**src/cnh_pkg.sv**
```systemverilog
`default_nettype none
// ----------------------------------------------------------------------------
// cnh_pkg
// Shared types, widths and a helper function for the circulant next-hop router.
// ----------------------------------------------------------------------------
package cnh_pkg;

  localparam int MAX_NODES   = 1024;
  localparam int NODE_W      = 10;
  localparam int CNT_W       = 11;
  localparam int GEN_W       = 10;
  localparam int X_W         = 13;
  localparam int MAG_W       = 12;
  localparam int REM_W       = 10;
  localparam int COST_W      = 14;
  localparam int STEP_W      = 11;
  localparam int LANES       = 6;
  localparam int DIV_BPS     = 3;
  localparam int DIV_STAGES  = MAG_W / DIV_BPS;
  localparam int CFG_ADDR_W  = 2;

  typedef enum logic [CFG_ADDR_W-1:0] {
    CFG_NODES = 2'd0,
    CFG_GEN1  = 2'd1,
    CFG_GEN2  = 2'd2
  } cfg_idx_t;

  typedef struct packed {
    logic [NODE_W-1:0] src;
    logic              swap;
  } side_t;

  typedef struct packed {
    logic             neg;
    logic [MAG_W-1:0] mag;
    logic [MAG_W-1:0] quo;
    logic [REM_W-1:0] rem;
  } lane_t;

  // One restoring division step: returns {quotient bit, new remainder}.
  function automatic logic [REM_W:0] div_step(input logic [REM_W-1:0] rem,
                                              input logic             nbit,
                                              input logic [GEN_W-1:0] dv);
    logic [REM_W:0] t;
    logic [REM_W:0] d;
    begin
      t = {rem, nbit};
      d = {1'b0, dv};
      if (t >= d) begin
        div_step = {1'b1, REM_W'(t - d)};
      end else begin
        div_step = {1'b0, t[REM_W-1:0]};
      end
    end
  endfunction

endpackage
`default_nettype wire

```
**src/circulant_adaptive_next_hop.sv**
```systemverilog
`default_nettype none
// ----------------------------------------------------------------------------
// circulant_adaptive_next_hop
// Next-hop router for a two-generator circulant ring.
// ----------------------------------------------------------------------------
// The block takes one source/target pair per cycle and returns the neighbor
// to forward to, together with the signed generator step. The pair passes
// through the operand stage, the four-stage divider by generator_2, run on six
// operands in parallel, and the estimate, choice and output stages.
// When the result side stalls, the whole pipeline holds and in_tready drops.
// Configuration writes take effect at once; the user must make them while no
// transfer is in flight, as the block itself does not enforce this.
module circulant_adaptive_next_hop
  import cnh_pkg::*;
(
  input  wire logic                  clk,
  input  wire logic                  rst_n,
  input  wire logic                  in_tvalid,
  output logic                       in_tready,
  input  wire logic [23:0]           in_tdata,   // source_id, target_id, zero pad
  output logic                       out_tvalid,
  input  wire logic                  out_tready,
  output logic [23:0]                out_tdata,  // next_id, hop_step, zero pad
  input  wire logic                  cfg_wr_en,
  input  wire logic [CFG_ADDR_W-1:0] cfg_addr,
  input  wire logic [CNT_W-1:0]      cfg_wdata
);

  logic [CNT_W-1:0] nodes_r;
  logic [GEN_W-1:0] gen1_r;
  logic [GEN_W-1:0] gen2_r;
  logic [GEN_W-1:0] divisor;
  logic             adv;

  always_ff @(posedge clk) begin
    if (!rst_n) begin
      nodes_r <= CNT_W'(16);
      gen1_r  <= GEN_W'(1);
      gen2_r  <= GEN_W'(4);
    end else if (cfg_wr_en) begin
      unique case (cfg_idx_t'(cfg_addr))
        CFG_NODES: nodes_r <= (cfg_wdata > CNT_W'(MAX_NODES)) ? CNT_W'(MAX_NODES) : cfg_wdata;
        CFG_GEN1:  gen1_r  <= cfg_wdata[GEN_W-1:0];
        CFG_GEN2:  gen2_r  <= cfg_wdata[GEN_W-1:0];
        default: ;
      endcase
    end
  end

  assign divisor   = (gen2_r == '0) ? GEN_W'(1) : gen2_r;
  assign adv       = !out_tvalid || out_tready;
  assign in_tready = adv;

  logic  f_valid;
  lane_t f_lane [LANES];
  side_t f_side;
  logic  d_valid;
  lane_t d_lane [LANES];
  side_t d_side;
  logic [NODE_W-1:0] next_id;
  logic [STEP_W-1:0] hop_step;

  cnh_front u_front (
    .clk         (clk),
    .rst_n       (rst_n),
    .adv         (adv),
    .in_valid    (in_tvalid),
    .source_id   (in_tdata[NODE_W-1:0]),
    .target_id   (in_tdata[2*NODE_W-1:NODE_W]),
    .ring_size   (nodes_r),
    .out_valid   (f_valid),
    .out_lane    (f_lane),
    .out_side    (f_side)
  );

  cnh_div u_div (
    .clk       (clk),
    .rst_n     (rst_n),
    .adv       (adv),
    .in_valid  (f_valid),
    .in_lane   (f_lane),
    .in_side   (f_side),
    .divisor   (divisor),
    .out_valid (d_valid),
    .out_lane  (d_lane),
    .out_side  (d_side)
  );

  cnh_select u_select (
    .clk         (clk),
    .rst_n       (rst_n),
    .adv         (adv),
    .in_valid    (d_valid),
    .in_lane     (d_lane),
    .in_side     (d_side),
    .ring_size   (nodes_r),
    .chord_short (gen1_r),
    .chord_long  (gen2_r),
    .out_valid   (out_tvalid),
    .next_id     (next_id),
    .hop_step    (hop_step)
  );

  assign out_tdata = {3'b000, hop_step, next_id};

endmodule
`default_nettype wire

```
**src/cnh_front.sv**
```systemverilog
`default_nettype none
// ----------------------------------------------------------------------------
// cnh_front
// Orders the node pair and forms the six signed division operands.
// ----------------------------------------------------------------------------
module cnh_front
  import cnh_pkg::*;
(
  input  wire logic              clk,
  input  wire logic              rst_n,
  input  wire logic              adv,
  input  wire logic              in_valid,
  input  wire logic [NODE_W-1:0] source_id,
  input  wire logic [NODE_W-1:0] target_id,
  input  wire logic [CNT_W-1:0]  ring_size,
  output logic                   out_valid,
  output lane_t                  out_lane [LANES],
  output side_t                  out_side
);

  logic              valid_r;
  lane_t             lane_r   [LANES];
  lane_t             lane_nxt [LANES];
  side_t             side_r;
  side_t             side_nxt;

  always_comb begin
    logic [NODE_W-1:0] lo;
    logic [NODE_W-1:0] hi;
    logic signed [X_W-1:0] sf;
    logic signed [X_W-1:0] sb;
    logic signed [X_W-1:0] n;
    logic signed [X_W-1:0] x;
    if (source_id > target_id) begin
      lo = target_id;
      hi = source_id;
    end else begin
      lo = source_id;
      hi = target_id;
    end
    n  = X_W'(signed'({1'b0, ring_size}));
    sf = X_W'(signed'({1'b0, hi - lo}));
    sb = n - sf;
    for (int k = 0; k < LANES; k++) begin
      x = ((k < 3) ? sf : sb) + X_W'(k % 3) * n;
      lane_nxt[k].neg = x[X_W-1];
      lane_nxt[k].mag = x[X_W-1] ? MAG_W'(-x) : MAG_W'(x);
      lane_nxt[k].quo = '0;
      lane_nxt[k].rem = '0;
    end
    side_nxt.src  = source_id;
    side_nxt.swap = source_id > target_id;
  end

  always_ff @(posedge clk) begin
    if (!rst_n) begin
      valid_r <= 1'b0;
    end else if (adv) begin
      valid_r <= in_valid;
    end
  end

  always_ff @(posedge clk) begin
    if (adv) begin
      lane_r <= lane_nxt;
      side_r <= side_nxt;
    end
  end

  assign out_valid = valid_r;
  assign out_lane  = lane_r;
  assign out_side  = side_r;

endmodule
`default_nettype wire

```
**src/cnh_div.sv**
```systemverilog
`default_nettype none
// ----------------------------------------------------------------------------
// cnh_div
// Pipelined restoring divider for all operand lanes, three bits per stage.
// ----------------------------------------------------------------------------
module cnh_div
  import cnh_pkg::*;
(
  input  wire logic             clk,
  input  wire logic             rst_n,
  input  wire logic             adv,
  input  wire logic             in_valid,
  input  lane_t                 in_lane [LANES],
  input  side_t                 in_side,
  input  wire logic [GEN_W-1:0] divisor,
  output logic                  out_valid,
  output lane_t                 out_lane [LANES],
  output side_t                 out_side
);

  logic  valid_r [DIV_STAGES];
  lane_t lane_r  [DIV_STAGES][LANES];
  side_t side_r  [DIV_STAGES];

  for (genvar s = 0; s < DIV_STAGES; s++) begin : g_stage
    lane_t lane_nxt [LANES];
    logic  vin;
    side_t sin;

    always_comb begin
      logic [REM_W:0] st;
      int             idx;
      for (int k = 0; k < LANES; k++) begin
        lane_nxt[k] = (s == 0) ? in_lane[k] : lane_r[(s == 0) ? 0 : s-1][k];
        for (int j = 0; j < DIV_BPS; j++) begin
          idx = MAG_W - 1 - s * DIV_BPS - j;
          st  = div_step(lane_nxt[k].rem, lane_nxt[k].mag[idx], divisor);
          lane_nxt[k].rem      = st[REM_W-1:0];
          lane_nxt[k].quo[idx] = st[REM_W];
        end
      end
    end

    if (s == 0) begin : g_first
      assign vin = in_valid;
      assign sin = in_side;
    end else begin : g_next
      assign vin = valid_r[s-1];
      assign sin = side_r[s-1];
    end

    always_ff @(posedge clk) begin
      if (!rst_n) begin
        valid_r[s] <= 1'b0;
      end else if (adv) begin
        valid_r[s] <= vin;
      end
    end

    always_ff @(posedge clk) begin
      if (adv) begin
        lane_r[s] <= lane_nxt;
        side_r[s] <= sin;
      end
    end
  end

  assign out_valid = valid_r[DIV_STAGES-1];
  assign out_lane  = lane_r[DIV_STAGES-1];
  assign out_side  = side_r[DIV_STAGES-1];

endmodule
`default_nettype wire

```
**src/cnh_select.sv**
```systemverilog
`default_nettype none
// ----------------------------------------------------------------------------
// cnh_select
// Hop estimates, direction and step choice, and ring wrap of the next node.
// ----------------------------------------------------------------------------
module cnh_select
  import cnh_pkg::*;
(
  input  wire logic              clk,
  input  wire logic              rst_n,
  input  wire logic              adv,
  input  wire logic              in_valid,
  input  lane_t                  in_lane [LANES],
  input  side_t                  in_side,
  input  wire logic [CNT_W-1:0]  ring_size,
  input  wire logic [GEN_W-1:0]  chord_short,
  input  wire logic [GEN_W-1:0]  chord_long,
  output logic                   out_valid,
  output logic [NODE_W-1:0]      next_id,
  output logic [STEP_W-1:0]      hop_step
);

  // Estimate stage.
  logic                     e1_valid_r;
  logic signed [COST_W-1:0] a_r   [LANES];
  logic signed [COST_W-1:0] b_r   [LANES];
  logic signed [COST_W-1:0] a_nxt [LANES];
  logic signed [COST_W-1:0] b_nxt [LANES];
  logic [1:0]               rz_r;
  logic [1:0]               rz_nxt;
  side_t                    e1_side_r;

  always_comb begin
    logic signed [COST_W-1:0] q;
    logic signed [COST_W-1:0] r;
    for (int k = 0; k < LANES; k++) begin
      q = COST_W'(signed'({1'b0, in_lane[k].quo}));
      r = COST_W'(signed'({1'b0, in_lane[k].rem}));
      if (in_lane[k].neg) begin
        q = -q;
        r = -r;
      end
      a_nxt[k] = q + r;
      b_nxt[k] = q - r + COST_W'(signed'({1'b0, chord_long})) + COST_W'(1);
    end
    rz_nxt[0] = in_lane[0].rem == '0;
    rz_nxt[1] = in_lane[3].rem == '0;
  end

  // Side choice stage.
  logic                     e2_valid_r;
  logic signed [COST_W-1:0] cost_r   [2];
  logic signed [COST_W-1:0] cost_nxt [2];
  logic [1:0]               g1_r;
  logic [1:0]               g1_nxt;
  side_t                    e2_side_r;

  always_comb begin
    logic signed [COST_W-1:0] best;
    logic                     g1;
    int                       base;
    for (int s = 0; s < 2; s++) begin
      base = s * 3;
      if (rz_r[s]) begin
        best = a_r[base];
        g1   = 1'b0;
      end else if (a_r[base] < b_r[base]) begin
        best = a_r[base];
        g1   = 1'b1;
      end else begin
        best = b_r[base];
        g1   = 1'b0;
      end
      for (int k = 1; k < 3; k++) begin
        if (a_r[base+k] < best) begin
          best = a_r[base+k];
          g1   = 1'b0;
        end
        if (b_r[base+k] < best) begin
          best = b_r[base+k];
          g1   = 1'b0;
        end
      end
      cost_nxt[s] = best;
      g1_nxt[s]   = g1;
    end
  end

  // Output stage.
  logic                valid_r;
  logic [NODE_W-1:0]   next_r;
  logic [NODE_W-1:0]   next_nxt;
  logic [STEP_W-1:0]   hop_r;
  logic [STEP_W-1:0]   hop_nxt;

  always_comb begin
    logic                   use_g1;
    logic                   neg;
    logic [GEN_W-1:0]       mag;
    logic signed [X_W-1:0]  sum;
    logic signed [X_W-1:0]  n;
    if (cost_r[0] < cost_r[1]) begin
      use_g1 = g1_r[0];
      neg    = 1'b0;
    end else begin
      use_g1 = g1_r[1];
      neg    = 1'b1;
    end
    neg     = neg ^ e2_side_r.swap;
    mag     = use_g1 ? chord_short : chord_long;
    hop_nxt = neg ? STEP_W'(-{1'b0, mag}) : {1'b0, mag};
    n       = X_W'(signed'({1'b0, ring_size}));
    sum     = X_W'(signed'({1'b0, e2_side_r.src})) + X_W'(signed'(hop_nxt));
    if (sum >= n) begin
      sum = sum - n;
    end else if (sum < 0) begin
      sum = sum + n;
    end
    next_nxt = sum[NODE_W-1:0];
  end

  always_ff @(posedge clk) begin
    if (!rst_n) begin
      e1_valid_r <= 1'b0;
      e2_valid_r <= 1'b0;
      valid_r    <= 1'b0;
    end else if (adv) begin
      e1_valid_r <= in_valid;
      e2_valid_r <= e1_valid_r;
      valid_r    <= e2_valid_r;
    end
  end

  always_ff @(posedge clk) begin
    if (adv) begin
      a_r       <= a_nxt;
      b_r       <= b_nxt;
      rz_r      <= rz_nxt;
      e1_side_r <= in_side;
      cost_r    <= cost_nxt;
      g1_r      <= g1_nxt;
      e2_side_r <= e1_side_r;
      next_r    <= next_nxt;
      hop_r     <= hop_nxt;
    end
  end

  assign out_valid = valid_r;
  assign next_id   = next_r;
  assign hop_step  = hop_r;

endmodule
`default_nettype wire

```
**config.mk**
```make
export PLATFORM = sky130hd
export DESIGN_NAME = circulant_adaptive_next_hop
export DESIGN_NICKNAME = d
export VERILOG_FILES = /design/src/cnh_pkg.sv /design/src/circulant_adaptive_next_hop.sv /design/src/cnh_front.sv /design/src/cnh_div.sv /design/src/cnh_select.sv
export SDC_FILE = /design/constraint.sdc
export NUM_CORES = 2
export LEC_CHECK = 0
export ABC_CLOCK_PERIOD_IN_PS = 44800
export BUFFER_PORTS_ARGS = -buffer_cell sky130_fd_sc_hd__buf_2
export CORE_UTILIZATION = 54
export CTS_BUF_LIST = sky130_fd_sc_hd__clkbuf_16
export DETAILED_ROUTE_END_ITERATION = 10
export GPL_TIMING_DRIVEN = 0
export PLACE_DENSITY = 0.72
export SYNTH_ARGS = -nofsm -noshare
export SYNTH_HDL_FRONTEND = slang
export SYNTH_HIERARCHICAL = 1
export SYNTH_SLANG_ARGS = --single-unit
```
**constraint.sdc**
```tcl
create_clock -name clk -period 44.8 [get_ports clk]
set_clock_uncertainty 0.15 [all_clocks]
set_input_delay 8.96 -clock clk [delete_from_list [all_inputs] [get_ports clk]]
set_output_delay 8.96 -clock clk [all_outputs]
set_load 0.005 [all_outputs]
```
== Word-level counts from Yosys, hierarchy flattened ==
Memories as Yosys holds them, arrays and structs flattened. A register that Yosys moved wholly into a read port is not among the register bits.
Index checks and enable logic that the tools add are counted.
Widths: inputs -> output; s select.

* Add/sub/neg operators: 123
* Equal/unequal tests: 2
* Bitwise gates (word level): 5
* Multiplexer cells: 122
* Reductions and logical operators: 12
* Magnitude comparators: 87
* Div/mod/pow operators: 0
* Shift operators: 0
* $mul: 0

{| class="wikitable"
|+ Operator list
! kind !! number
|-
| $mux 11 || 74
|-
| $ge 11x10->1 || 66
|-
| $sub 10x10->10 || 68
|-
| $mux 14 || 24
|-
| $lt 14x14->1 || 11
|-
| $add 14x11->14 || 6
|-
| $add 14x14->14 || 6
|-
| $add 14x2->14 const B || 6
|-
| $neg 10->14 || 6
|-
| $neg 12->14 || 6
|-
| $sub 14x14->14 || 6
|-
| $mux 10 || 6
|-
| $mux 12 || 5
|-
| $neg 12->12 || 5
|-
| $ge 1x10->1 || 5
|-
| $sub 1x10->10 || 5
|-
| $logic_not 10->1 || 3
|-
| $add 10x12->13 || 1
|-
| $add 12x12->13 || 1
|-
| $add 12x13->13 || 1
|-
| $mux 1 || 13
|-
| $add 10x11->12 || 1
|-
| $add 11x11->12 || 1
|-
| $ge 12x12->1 || 1
|-
| 17 further kinds || 24
|}

* Latch bits: 0
* Register bits after elaboration: 352
* Logic and storage cells: 394
* Input port bits: 42
* RAM bits: 888
* Memories kept: 3
* ROM bits: 0
* Output and inout bits: 26

{| class="wikitable"
|+ Memories
! memory !! depth !! width !! rd ports !! clocked after memory_dff !! write ports !! line !! RTL
|-
| u_div.lane_r || 4 || 210 || 4 || 0 || 4 || cnh_div.sv:22 || <nowiki>lane_t lane_r [DIV_STAGES][LANES];</nowiki>
|-
| u_div.side_r || 4 || 11 || 4 || 1 || 4 || cnh_div.sv:23 || <nowiki>side_t side_r [DIV_STAGES];</nowiki>
|-
| u_div.valid_r || 4 || 1 || 4 || 1 || 4 || cnh_div.sv:21 || <nowiki>logic valid_r [DIV_STAGES];</nowiki>
|}

== Longest topological paths before layout ==
* Depth after elaboration: 11
* Gate-level depth with buffers: 53
* Depth with buffers taken out: 45

== Hierarchy ==
Netlist, hierarchy kept.

{| class="wikitable"
|+ Modules (own cells, without submodules)
! module !! area an instance (um^2) !! sequential area each (um^2) !! cells an instance !! times used
|-
| cnh_div || 61765.5 || 23412.5 || 5858 || 1
|-
| cnh_select || 25743.4 || 7357.1 || 2746 || 1
|-
| cnh_front || 7358.3 || 2482.4 || 750 || 1
|-
| circulant_adaptive_next_hop || 1327.5 || 620.6 || 134 || 1
|}

== Worst setup path before layout ==
OpenSTA, ideal clock, no wires.

* Path type: in2out
* Start point: input out_tready
* End point: output in_tready
* Data arrival time: 35374 ps
* Buffers on the path: 0
* Required time: 35690 ps
* Slack: 316 ps
* Cell stages on the path: 1
* Cells stage by stage: nand2b_1

* Word-level cells in the longest chain between the ends: 1

{| class="wikitable"
|+ RTL lines
! element !! line !! RTL
|-
| start: declaration || circulant_adaptive_next_hop.sv:22 || <nowiki>input wire logic out_tready,</nowiki>
|-
| $logic_or 1x1->1 || circulant_adaptive_next_hop.sv:51 || <nowiki>assign adv = !out_tvalid || out_tready;</nowiki>
|-
| end: declaration || circulant_adaptive_next_hop.sv:19 || <nowiki>output logic in_tready,</nowiki>
|}

Every way passes these cells.

== Worst setup path after layout ==
Ends and elaborated chain as after synthesis.

==> impl_metrics.ini <==
[critical_path]
rr_worst_depth = 46
crit_path_start_kind = primary input
crit_family = buffers and inverters
cp-end-kind = primary output
max_stage_delay_ns = 0.54
required_ns = 35.69
r2r_setup_slack_ns = 31.92
endpoint = in_tready
path_depth = 5
cp_max_fo = 59
crit_chain = buf_2 -> nand2b_4 -> buf_16 -> buf_16 -> buf_2
worst_path_max_delay_cell = nand2b_4
crit_path_start = out_tready
critPathKind = in2out
arrival_ns = 10.53
r2r-end = u_select/g1_r[1]$_SDFFCE_PP0P_
crit_buf_inv = 4
rr_startpoint = u_select/a_r[32]$_DFFE_PP_

[routing]
drtIter0Drc = 5402
drt_wl_total_mm = 227
vias = 70100
drc_errors = 0
vias_per_cell = 5.96
drtPass1Iterations = 7
wire_per_inst_microns = 19.3
ant_nets = 0

[cells_and_area]
drive_gt1_frac = 0.0936
num-nets-final = 10800
n_fill_cell = 13700
multiInputGateArea_sq_um = 57700
syn_to_final_growth_pct = 8.66
seq_area_sq_um = 28500

[die]
io_pins = 68
core_region_area_sq_um = 165000
die_x_microns = 411
initial_core_util = 0.546
die_height_microns = 411
dieArea_sq_um = 169000
rows = 149

[cts]
postCtsSetupBuffers = 0
post_cts_resized = 0
path_clk_slew_ns = 0.06
tritoncts = built
cts_made_buffers = 105
cts_sinks = 960
cts_buffer_depth = 3
hold_buffers = 0
root_buffer = clkbuf_16
cts_max_level = 3
clock_latency_ns = 0.74

[global_route]
track_usage = 0.263
grt_overflow = 0
gr-max-usage-layer = met2
use_met1 = 0.357
grt_pass1_wl_mm = 358
grt_pass1_vias = 68400
antenna_found_initial = 16
grt_util_met2 = 0.435
grtUsageMet3 = 0.0291
grt_max_degree = 77

[placement]
port_buffers = 60
gp_congestion = 0.939
place_hpwl_mm = 173

[outcome]
status = finished with violations
violations = max-capacitance violations, max-slew violations

[sta]
hold_viol = 0
whs_ns = 0.250
fin_crit_sh = 0.438
setup_viol = 0
period_minus_slack_ns = 19.64
slew_violations = 17
rsz0062_at_grt = no
tightest_slew_ns = 1.56
relSlewSlack = -0.0424
max_freq_mhz = 50.9

[yosys]
syn_area_sq_um = 90200
synth.avg_cell_area_sq_um = 9.77
synth_warnings = 6
synth_cells = 9236

[hold_path]
hp-class = reg2reg

[run]
maxCapViolations = 2
[worst min-delay path by stage]
stage / depth (start not counted) / from / end
detailed placement: 0 / u_front/out_lane[29]$_DFFE_PP_ / u_div/lane_r[0][29]$_DFFE_PP_
CTS: 0 / u_div/lane_r[0][93]$_DFFE_PP_ / u_div/lane_r[1][93]$_DFFE_PP_
floorplan: 0 / u_front/out_lane[100]$_DFFE_PP_ / u_div/lane_r[0][100]$_DFFE_PP_
finish: 0 / u_div/lane_r[0][93]$_DFFE_PP_ / u_div/lane_r[1][93]$_DFFE_PP_
global placement: 0 / u_select/e1_side_r[7]$_DFFE_PP_ / u_select/e2_side_r[7]$_DFFE_PP_
global route: 0 / u_div/lane_r[0][93]$_DFFE_PP_ / u_div/lane_r[1][93]$_DFFE_PP_
[sequential cells by signal, summed over array words and instances, names as in the netlist, 2 cells and up]
signal and cells:
u_div/lane_r 552, u_select/a_r 84, u_select/b_r 84, u_front/out_lane 71, u_div/side_r 44, u_select/cost_r 28, nodes_r 11, u_front/out_side 11
u_select/e1_side_r 11, u_select/e2_side_r 11, u_select/hop_step 11, gen1_r 10, gen2_r 10, u_select/next_id 10, u_div/valid_r 4, u_select/g1_r 2
u_select/rz_r 2
[through the flow]
step / setup slack, ns / std cells / cell area [sq um] / util / setup TNS, ns
after global routing: 25.05 / 11800 / 98100 / 0.593 / 0
after global placement: -5.68 / 11600 / 93500 / 0.566 / -5.68
after floorplan: 4.59 / 9301 / 90500 / - / 0
final: 25.16 / 11800 / 98100 / 0.593 / 0
after detailed placement: 25.13 / 11600 / 94300 / 0.570 / 0
after CTS: 25.14 / 11800 / 98100 / 0.593 / 0
[area by class of cell]
| cell class | instances | area share |
|---|---|---|
| diodes | 2 | 0.0000510 |
| plain buffers | 237 | 0.0132 |
| clock buffers | 107 | 0.0273 |
| clock inverters | 90 | 0.0112 |
| inverters | 822 | 0.0320 |
| multi-input cells | 7282 | 0.588 |
| flip-flops and latches | 960 | 0.290 |
| well taps | 2189 | 0.0279 |
| repair buffers | 86 | 0.0101 |
[cell usage in the layout (no fill, tap or decap), types with 143 or more instances in the layout]
master and n:
mux2_2 344, edfxtp_1 924, nand2b_1 144, fa_1 146, ha_1 1154, nor3_1 197, nor2b_1 197, o21ai_0 429
nor2_1 624, mux2i_1 244, nand3_1 143, a21o_1 287, inv_1 816, nand2_1 450, xor2_1 225, a21oi_1 601
xnor2_1 623
[routing by layer]
layer | wire [microns] | up-vias
met5 | 27 | -
met3 | 13300 | 408
met1 | 102000 | 33500
met4 | 7000 | 4
li1 | - | 34300
met2 | 104000 | 1965
Power is left out: the tool's default activity adds up to more than one toggle a clock period on the data nets, which glitch-free logic cannot reach.
